## src/hw/rtl/ckx_pkg.sv

```systemverilog
package ckx_pkg;

    // Fixed field widths
    localparam int CHAR_W = 8;
    localparam int KLEN_W = 5;
    localparam int CODE_W = 62;
    localparam int RUN_W  = 6;
    localparam int BASE_W = 2;
    localparam int READ_W = 32;

    // Configuration reset values and limits
    localparam logic [KLEN_W-1:0] K_MIN   = 5'd3;
    localparam logic [KLEN_W-1:0] K_RESET = 5'd21;
    localparam logic [RUN_W-1:0]  RUN_MAX = 6'd63;

    // Complement of a 2-bit base code: A<->T, C<->G
    localparam logic [BASE_W-1:0] BASE_COMP = 2'b10;

    // Nucleotide characters
    localparam logic [CHAR_W-1:0] CH_A_UP = 8'h41;
    localparam logic [CHAR_W-1:0] CH_A_LO = 8'h61;
    localparam logic [CHAR_W-1:0] CH_C_UP = 8'h43;
    localparam logic [CHAR_W-1:0] CH_C_LO = 8'h63;
    localparam logic [CHAR_W-1:0] CH_G_UP = 8'h47;
    localparam logic [CHAR_W-1:0] CH_G_LO = 8'h67;
    localparam logic [CHAR_W-1:0] CH_T_UP = 8'h54;
    localparam logic [CHAR_W-1:0] CH_T_LO = 8'h74;
    localparam logic [CHAR_W-1:0] CH_N_UP = 8'h4E;
    localparam logic [CHAR_W-1:0] CH_N_LO = 8'h6E;

    // Configuration register indexes
    typedef enum logic [1:0] {
        CFG_KMER_LENGTH = 2'd0,
        CFG_PREFIX_CODE = 2'd1,
        CFG_PREFIX_MASK = 2'd2
    } cfg_idx_t;

    // Step command broadcast to every cell of the row
    typedef struct packed {
        logic              shift;
        logic              clear;
        logic              known;
        logic [BASE_W-1:0] base;
    } step_t;

endpackage

```

## src/hw/rtl/ckx_cell.sv

```systemverilog
module ckx_cell #(
    parameter bit LEAD = 1'b0
) (
    input  logic                      aclk,
    input  logic                      aresetn,
    input  ckx_pkg::step_t            step,
    input  logic                      in_win,
    input  logic                      is_top,
    input  logic [ckx_pkg::BASE_W-1:0] fwd_in,
    input  logic [ckx_pkg::BASE_W-1:0] rev_in,
    output logic [ckx_pkg::BASE_W-1:0] fwd_out,
    output logic [ckx_pkg::BASE_W-1:0] rev_out
);

    logic [ckx_pkg::BASE_W-1:0] fwd_reg;
    logic [ckx_pkg::BASE_W-1:0] fwd_next;
    logic [ckx_pkg::BASE_W-1:0] rev_reg;
    logic [ckx_pkg::BASE_W-1:0] rev_next;
    logic [ckx_pkg::BASE_W-1:0] fwd_nb;
    logic [ckx_pkg::BASE_W-1:0] rev_nb;
    logic [ckx_pkg::BASE_W-1:0] comp;

    // Pick up neighbour values; the lead cell takes the new base on the forward strand instead
    always_comb begin
        if (LEAD) begin
            fwd_nb = step.known ? step.base : '0;
        end else begin
            fwd_nb = step.clear ? '0 : fwd_in;
        end
        rev_nb = step.clear ? '0 : rev_in;
        comp   = (step.known && is_top) ? (step.base ^ ckx_pkg::BASE_COMP) : '0;
        fwd_next = in_win ? fwd_nb : '0;
        rev_next = in_win ? (rev_nb | comp) : '0;
    end

    // Advance one base position per step
    always_ff @(posedge aclk) begin
        if (!aresetn) begin
            fwd_reg <= '0;
            rev_reg <= '0;
        end else if (step.shift) begin
            fwd_reg <= fwd_next;
            rev_reg <= rev_next;
        end
    end

    assign fwd_out = fwd_reg;
    assign rev_out = rev_reg;

endmodule

```

## src/hw/rtl/ckx_row.sv

```systemverilog
module ckx_row #(
    parameter int MAX_K = 31
) (
    input  logic                        aclk,
    input  logic                        aresetn,
    input  ckx_pkg::step_t              step,
    input  logic [ckx_pkg::KLEN_W-1:0]  k_eff,
    output logic [2*MAX_K-1:0]          fwd_code,
    output logic [2*MAX_K-1:0]          rev_code
);

    logic [ckx_pkg::BASE_W-1:0] fwd_q [MAX_K];
    logic [ckx_pkg::BASE_W-1:0] rev_q [MAX_K];
    logic [ckx_pkg::BASE_W-1:0] fwd_in [MAX_K];
    logic [ckx_pkg::BASE_W-1:0] rev_in [MAX_K];
    logic [MAX_K-1:0]           in_win;
    logic [MAX_K-1:0]           is_top;

    // Forward strand moves up the row, reverse strand moves down
    for (genvar i = 0; i < MAX_K; i++) begin : g_cell
        assign in_win[i] = ckx_pkg::KLEN_W'(i) < k_eff;
        assign is_top[i] = ckx_pkg::KLEN_W'(i + 1) == k_eff;

        if (i == 0) begin : g_first
            assign fwd_in[i] = '0;
        end else begin : g_inner
            assign fwd_in[i] = fwd_q[i-1];
        end

        if (i == MAX_K - 1) begin : g_last
            assign rev_in[i] = '0;
        end else begin : g_lower
            assign rev_in[i] = rev_q[i+1];
        end

        ckx_cell #(
            .LEAD (i == 0)
        ) u_cell (
            .aclk    (aclk),
            .aresetn (aresetn),
            .step    (step),
            .in_win  (in_win[i]),
            .is_top  (is_top[i]),
            .fwd_in  (fwd_in[i]),
            .rev_in  (rev_in[i]),
            .fwd_out (fwd_q[i]),
            .rev_out (rev_q[i])
        );

        assign fwd_code[2*i +: 2] = fwd_q[i];
        assign rev_code[2*i +: 2] = rev_q[i];
    end

endmodule

```

## src/hw/rtl/canonical_kmer_extractor.sv

```systemverilog
// Canonical k-mer extractor.
// Input channel s_*: one ASCII base per item in s_tdata[7:0]; s_tuser[0] marks
// the first base of a read. Every accepted base gives exactly one result item
// on m_*: m_tdata holds the canonical 2-bit code and the read number,
// m_tuser holds the valid flag and the strand flag.
// Configuration: cfg_we writes cfg_wdata to register cfg_addr (0 k-mer length,
// 1 prefix code, 2 prefix mask) at the clock edge; write only while idle.
// Throughput: one item per cycle unless the result channel stalls. The forward and
// reverse codes sit in a row of MAX_K cells, one base each, that all shift on the
// accepting edge. Pipeline: the cells update on the accepting edge, then the strand
// compare and prefix match are registered into the output register, and m_tvalid
// rises, as the row drains.
// Stall: while m_tready is low the result holds; one further item is taken
// into the row, then s_tready drops until the output register drains.
// Reset (aresetn low, synchronous): codes and clean-run count clear, the read
// counter goes to all ones so the first read start numbers read 0, k returns
// to 21, prefix code and mask to 0, and both channels empty.
module canonical_kmer_extractor #(
    parameter int MAX_K           = 31,
    parameter int READ_COUNT_BITS = 32
) (
    input  logic        aclk,
    input  logic        aresetn,
    // input channel
    input  logic        s_tvalid,
    output logic        s_tready,
    input  logic [7:0]  s_tdata,    // [7:0] base_char
    input  logic [0:0]  s_tuser,    // [0] read_start
    // result channel
    output logic        m_tvalid,
    input  logic        m_tready,
    output logic [95:0] m_tdata,    // [61:0] canonical_code, [93:62] read_number, [95:94] zero
    output logic [1:0]  m_tuser,    // [0] kmer_valid, [1] from_reverse
    // configuration
    input  logic        cfg_we,
    input  logic [1:0]  cfg_addr,
    input  logic [61:0] cfg_wdata
);

    localparam int CW = ckx_pkg::CODE_W;

    logic [ckx_pkg::KLEN_W-1:0] klen_reg;
    logic [CW-1:0]              pcode_reg;
    logic [CW-1:0]              pmask_reg;
    logic [ckx_pkg::KLEN_W-1:0] k_eff;

    logic                       s_acc;
    logic                       adv;
    logic                       p1_valid_reg;
    logic                       p1_valid_next;
    logic [ckx_pkg::RUN_W-1:0]  run_reg;
    logic [ckx_pkg::RUN_W-1:0]  run_next;
    logic [ckx_pkg::RUN_W-1:0]  run_base;
    logic [READ_COUNT_BITS-1:0] cnt_reg;
    logic [READ_COUNT_BITS-1:0] cnt_next;
    logic                       known;
    logic                       is_n;
    ckx_pkg::step_t             step;

    logic [2*MAX_K-1:0]         fwd_vec;
    logic [2*MAX_K-1:0]         rev_vec;
    logic [CW-1:0]              fwd;
    logic [CW-1:0]              rev;
    logic                       rev_lt;
    logic                       same;
    logic                       fwd_hit;
    logic                       rev_hit;
    logic                       run_ok;

    logic                       m_valid_reg;
    logic                       m_valid_next;
    logic [CW-1:0]              canon_reg;
    logic                       from_rev_reg;
    logic                       kvalid_reg;
    logic [ckx_pkg::READ_W-1:0] rnum_reg;

    // Configuration writes
    always_ff @(posedge aclk) begin
        if (!aresetn) begin
            klen_reg  <= ckx_pkg::K_RESET;
            pcode_reg <= '0;
            pmask_reg <= '0;
        end else if (cfg_we) begin
            unique case (ckx_pkg::cfg_idx_t'(cfg_addr))
                ckx_pkg::CFG_KMER_LENGTH: klen_reg  <= cfg_wdata[ckx_pkg::KLEN_W-1:0];
                ckx_pkg::CFG_PREFIX_CODE: pcode_reg <= cfg_wdata;
                ckx_pkg::CFG_PREFIX_MASK: pmask_reg <= cfg_wdata;
                default: ;
            endcase
        end
    end

    // Clamp k to the supported range
    always_comb begin
        if (klen_reg < ckx_pkg::K_MIN) begin
            k_eff = ckx_pkg::K_MIN;
        end else if (klen_reg > ckx_pkg::KLEN_W'(MAX_K)) begin
            k_eff = ckx_pkg::KLEN_W'(MAX_K);
        end else begin
            k_eff = klen_reg;
        end
    end

    // Handshake: the row is stage one, the output register stage two
    assign adv      = !m_valid_reg || m_tready;
    assign s_tready = !p1_valid_reg || adv;
    assign s_acc    = s_tvalid && s_tready;

    // Decode the character
    always_comb begin
        case (s_tdata) inside
            ckx_pkg::CH_A_UP, ckx_pkg::CH_A_LO, ckx_pkg::CH_C_UP, ckx_pkg::CH_C_LO,
            ckx_pkg::CH_G_UP, ckx_pkg::CH_G_LO, ckx_pkg::CH_T_UP, ckx_pkg::CH_T_LO:
                known = 1'b1;
            default:
                known = 1'b0;
        endcase
        is_n = (s_tdata == ckx_pkg::CH_N_UP) || (s_tdata == ckx_pkg::CH_N_LO);
    end

    assign step.shift = s_acc;
    assign step.clear = s_tuser[0];
    assign step.known = known;
    assign step.base  = s_tdata[2:1];

    // Clean-run count and read counter
    always_comb begin
        run_base = s_tuser[0] ? '0 : run_reg;
        if (is_n) begin
            run_next = '0;
        end else if (run_base < ckx_pkg::RUN_MAX) begin
            run_next = run_base + 1'b1;
        end else begin
            run_next = run_base;
        end
        cnt_next = s_tuser[0] ? cnt_reg + 1'b1 : cnt_reg;
        if (s_acc) begin
            p1_valid_next = 1'b1;
        end else if (adv) begin
            p1_valid_next = 1'b0;
        end else begin
            p1_valid_next = p1_valid_reg;
        end
        m_valid_next = adv ? p1_valid_reg : m_valid_reg;
    end

    always_ff @(posedge aclk) begin
        if (!aresetn) begin
            p1_valid_reg <= 1'b0;
            run_reg      <= '0;
            cnt_reg      <= '1;
            m_valid_reg  <= 1'b0;
        end else begin
            p1_valid_reg <= p1_valid_next;
            m_valid_reg  <= m_valid_next;
            if (s_acc) begin
                run_reg <= run_next;
                cnt_reg <= cnt_next;
            end
        end
    end

    // Row of base cells
    ckx_row #(
        .MAX_K (MAX_K)
    ) u_row (
        .aclk     (aclk),
        .aresetn  (aresetn),
        .step     (step),
        .k_eff    (k_eff),
        .fwd_code (fwd_vec),
        .rev_code (rev_vec)
    );

    // Strand compare and prefix match, both strands in parallel
    assign fwd     = CW'(fwd_vec);
    assign rev     = CW'(rev_vec);
    assign rev_lt  = rev < fwd;
    assign same    = fwd == rev;
    assign fwd_hit = (fwd & pmask_reg) == pcode_reg;
    assign rev_hit = (rev & pmask_reg) == pcode_reg;
    assign run_ok  = run_reg >= ckx_pkg::RUN_W'(k_eff);

    // Load the output register as stage one drains
    always_ff @(posedge aclk) begin
        if (adv && p1_valid_reg) begin
            canon_reg    <= rev_lt ? rev : fwd;
            from_rev_reg <= rev_lt;
            kvalid_reg   <= run_ok && !same && (rev_lt ? rev_hit : fwd_hit);
            rnum_reg     <= ckx_pkg::READ_W'(cnt_reg);
        end
    end

    assign m_tvalid = m_valid_reg;
    assign m_tdata  = {2'b00, rnum_reg, canon_reg};
    assign m_tuser  = {from_rev_reg, kvalid_reg};

endmodule

```

## config.mk

```make
export PLATFORM = sky130hd
export DESIGN_NAME = canonical_kmer_extractor
export DESIGN_NICKNAME = d
export VERILOG_FILES = /design/src/hw/rtl/ckx_pkg.sv /design/src/hw/rtl/ckx_cell.sv /design/src/hw/rtl/ckx_row.sv /design/src/hw/rtl/canonical_kmer_extractor.sv
export SDC_FILE = /design/constraint.sdc
export NUM_CORES = 1
export LEC_CHECK = 0
export BUFFER_PORTS_ARGS = -buffer_cell sky130_fd_sc_hd__buf_2
export CORE_MARGIN = 2
export CORE_UTILIZATION = 54
export CTS_CLUSTER_DIAMETER = 120
export DETAILED_ROUTE_END_ITERATION = 8
export GPL_ROUTABILITY_DRIVEN = 1
export GPL_TIMING_DRIVEN = 1
export PLACE_DENSITY = 0.74
export SYNTH_ARGS = -nofsm -noshare
export SYNTH_HDL_FRONTEND = slang
export SYNTH_SLANG_ARGS = --single-unit
```

## constraint.sdc

```tcl
create_clock -name aclk -period 17.38 [get_ports aclk]
set_input_delay 3.476 -clock aclk [delete_from_list [all_inputs] [get_ports aclk]]
set_output_delay 3.476 -clock aclk [all_outputs]
set_load 0.01 [all_outputs]
```

==> flow_metrics.py <==
metrics = {
    "place": {
        "place.gp.congestion": 0.983,
        "dpl.hpwl_um": 41600,
        "portBuffers": 174,
        "placement.cell_area_um2": 20100,
        "detailedPlace.worstSlack_ps": 9870,
    },
    "yosys": {
        "synth.cell_area_um2": 19100,
        "avgSynthCellArea_um2": 8.83,
        "synthMuxAreaShare_pct": 1.63,
        "synth_adder_area_share_pct": 4.53,
        "ys_warn_count": 0,
        "syn_inst": 2160,
        "synth-edff-count": 96,
        "synth_compound_area_share_pct": 19.1,
        "synth-main-ff-cell": "dfxtp_1",
        "synth_cell_types": 75,
        "yosys.area_share.simple_pct": 22.2,
        "async_flop_share_pct": 0,
        "synth_top_family_by_area": "simple AND/OR/NAND/NOR gates",
        "synth-seq-cells": 389,
        "synth_seq_area_share_pct": 45.9,
        "synth-xor-area-share_pct": 2.07,
    },
    "global_route": {
        "antenna_found_initial": 0,
        "grt_max_degree": 186,
        "grt_overflow": 0,
        "grt.total_usage_pct": 31.8,
        "grt_pass1_wl_um": 89100,
        "grt_pass1_vias": 15300,
    },
    "detailed_routing": {
        "drt_iter0_drc": 1949,
        "drc": 0,
        "wl_um": 59300,
        "wl_per_cell_um": 21.5,
        "route.vias.total": 16900,
        "post_drt_via_cell_ratio": 6.14,
        "postRouteAntennaNets": 0,
        "drtPass1Iterations": 6,
    },
    "hold_path": {
        "hold_end": "pcode_reg[39]",
        "hp-start": "pcode_reg[39]",
        "holdPathStages": 2,
        "min_path_type": "reg2reg",
    },
    "clock_tree": {
        "htreeDepth": 2,
        "clock_latency_ps": 560,
        "cts_root_buf": "clkbuf_16",
        "cts_resized": 0,
        "hold_buffers": 0,
        "cts_inserted_buffers": 42,
        "clock_sinks": 389,
        "cts_setup_buffers": 0,
        "clk_pin_slew_ps": 60,
        "tritoncts": "yes",
        "clock_path_buffers": 3,
    },
    "pwr": {
        "peakVddDrop_mv": 0.0836,
        "total_leakage_power_nw": 7.72,
        "powerDensity_nw_per_um2": 96.9,
    },
    "final_layout": {
        "fill_cells": 2936,
        "diodes": 0,
        "syn_to_final_growth_pct": 12.9,
        "layout_commonest_cell": "nand2_1",
        "drive_gt1_share_pct": 12.3,
        "layout.nets": 2415,
        "finalInstanceArea_um2": 21500,
        "mostFrequentLayoutCells": "449 x nand2_1, 293 x dfxtp_1, 173 x buf_2",
    },
    "floorplanning": {
        "floorplan.initialDensity_pct": 55.1,
        "die-area_um2": 36800,
        "row_count": 68,
        "core_um2": 34600,
        "die_x_um": 192,
        "io-pin-count": 178,
        "fp.dieH_um": 192,
    },
    "setup_path": {
        "crit_type": "in2out",
        "r2r_cells": 16,
        "cp-start-kind": "primary input",
        "r2r-end": "kvalid_reg",
        "reg2reg_slack_ps": 11140,
        "arrival_ps": 4030,
        "end_kind": "output pin",
        "crit_required_ps": 13900,
        "r2r-start": "u_row.g_cell[22].u_cell.fwd_out[1]",
        "crit_fanout": 4,
    },
    "sta": {
        "finalSetupViolations": 0,
        "worstMarginPinSlew_ps": 1170,
        "hold_ws_ps": 472,
        "period_needed_ps": 7510,
        "tns_ps": 0,
        "rsz0062_at_grt": "no",
        "slew_viol_final": 0,
        "fmax_mhz": 133,
        "relSlewSlack_pct": 21.8,
        "fin_crit_sh_pct": 43.2,
        "fin_ws_ps": 9870,
        "skew_ps": 33.7,
        "final-hold-violation-count": 0,
    },
    "run_status": {
        "status": "finished, final reports clean",
    },
    "job": {
        "cap_violations": 0,
    },
}
==> stage by stage <==
step / utilization (%) / total power [mW] / cells
final: 62.2 / 2.09 / 2757
after global placement: 58.1 / 1.18 / 2679
after global routing: 62.2 / 2.15 / 2757
after CTS: 62.2 / 2.09 / 2757
after floorplan: - / 1.12 / 2161
after detailed placement: 58.1 / 1.18 / 2679
==> worst max-delay path, stage by stage <==
cell	delay (ps)
buf_2	100
nand3b_1	250
buf_2	200
==> power by group <==
group	internal (mW)	leakage (nW)	switching, mW
Combinational	0.0613	3.80	0.127
Clock	0.538	0.693	0.379
Sequential	0.956	3.23	0.0247
Total	1.56	7.72	0.531
==> worst max path at each step <==
stage                        start           end  slack [ps]  cells after the start
after global routing      m_tready      s_tready        9860                      3
final                     m_tready      s_tready        9870                      3
after floorplan           m_tready  canon_reg[0]        9020                      2
after CTS                 m_tready      s_tready        9870                      3
after detailed placement  m_tready      s_tready        9870                      3
after global placement    m_tready      s_tready        9890                      3
==> final cells by class <==
cell class	instances	area (um^2)	share of cell area (%)
Inverter	89	337	1.56
Tap cell	455	569	2.64
Clock buffer	54	1170	5.42
Clock inverter	24	248	1.15
Sequential cell	389	8750	40.6
Timing Repair Buffer	189	990	4.60
Multi-Input combinational cell	1557	9480	44.0
==> metal layers <==
metal	wire (um)	vias up	track usage, %
met5	0	-	0
met4	2760	0	14.1
met3	6140	153	5.34
met2	25200	871	46.2
met1	25200	8021	46.1
li1	-	7880	-
==> synth_stat cells, types with 5 or more instances <==
| library cell | number | area [um^2] |
|---|---|---|
| a32oi_1 | 11 | 96.3 |
| dfxtp_1 | 293 | 5870 |
| nor3_1 | 41 | 205 |
| xor2_1 | 28 | 245 |
| nor4_1 | 10 | 62.6 |
| and3_1 | 34 | 213 |
| buf_4 | 6 | 45.0 |
| a222oi_1 | 5 | 50.1 |
| nand3_1 | 52 | 260 |
| ha_1 | 69 | 863 |
| and4_1 | 5 | 43.8 |
| o21ai_0 | 94 | 470 |
| a22oi_1 | 87 | 653 |
| buf_2 | 10 | 50.1 |
| nand4_1 | 49 | 307 |
| and2_1 | 10 | 62.6 |
| nor2b_1 | 126 | 788 |
| o21a_1 | 5 | 37.5 |
| a221oi_1 | 11 | 96.3 |
| edfxtp_1 | 96 | 2880 |
| nand2b_1 | 6 | 37.5 |
| xnor2_1 | 17 | 149 |
| nand2_1 | 450 | 1690 |
| a21boi_0 | 134 | 1010 |
| a31oi_1 | 10 | 62.6 |
| a21oi_1 | 88 | 440 |
| inv_1 | 83 | 312 |
| mux2i_1 | 30 | 300 |
| or3_1 | 7 | 43.8 |
| nor2_1 | 52 | 195 |
| o2bb2ai_1 | 27 | 236 |
| clkbuf_1 | 103 | 387 |
| o211ai_1 | 24 | 180 |
| nor4b_1 | 12 | 105 |
==> kinds of logic (layout without fill, tap and decap cells) <==
kind of cell,Yosys count,in the layout
flops,389,389
fa+ha+maj,69,69
other cells,1,2
compound gates,533,533
buf+inv,215,356
mux,31,31
xor+xnor,45,45
simple gates,877,877
(Power assumes the default switching activity.)
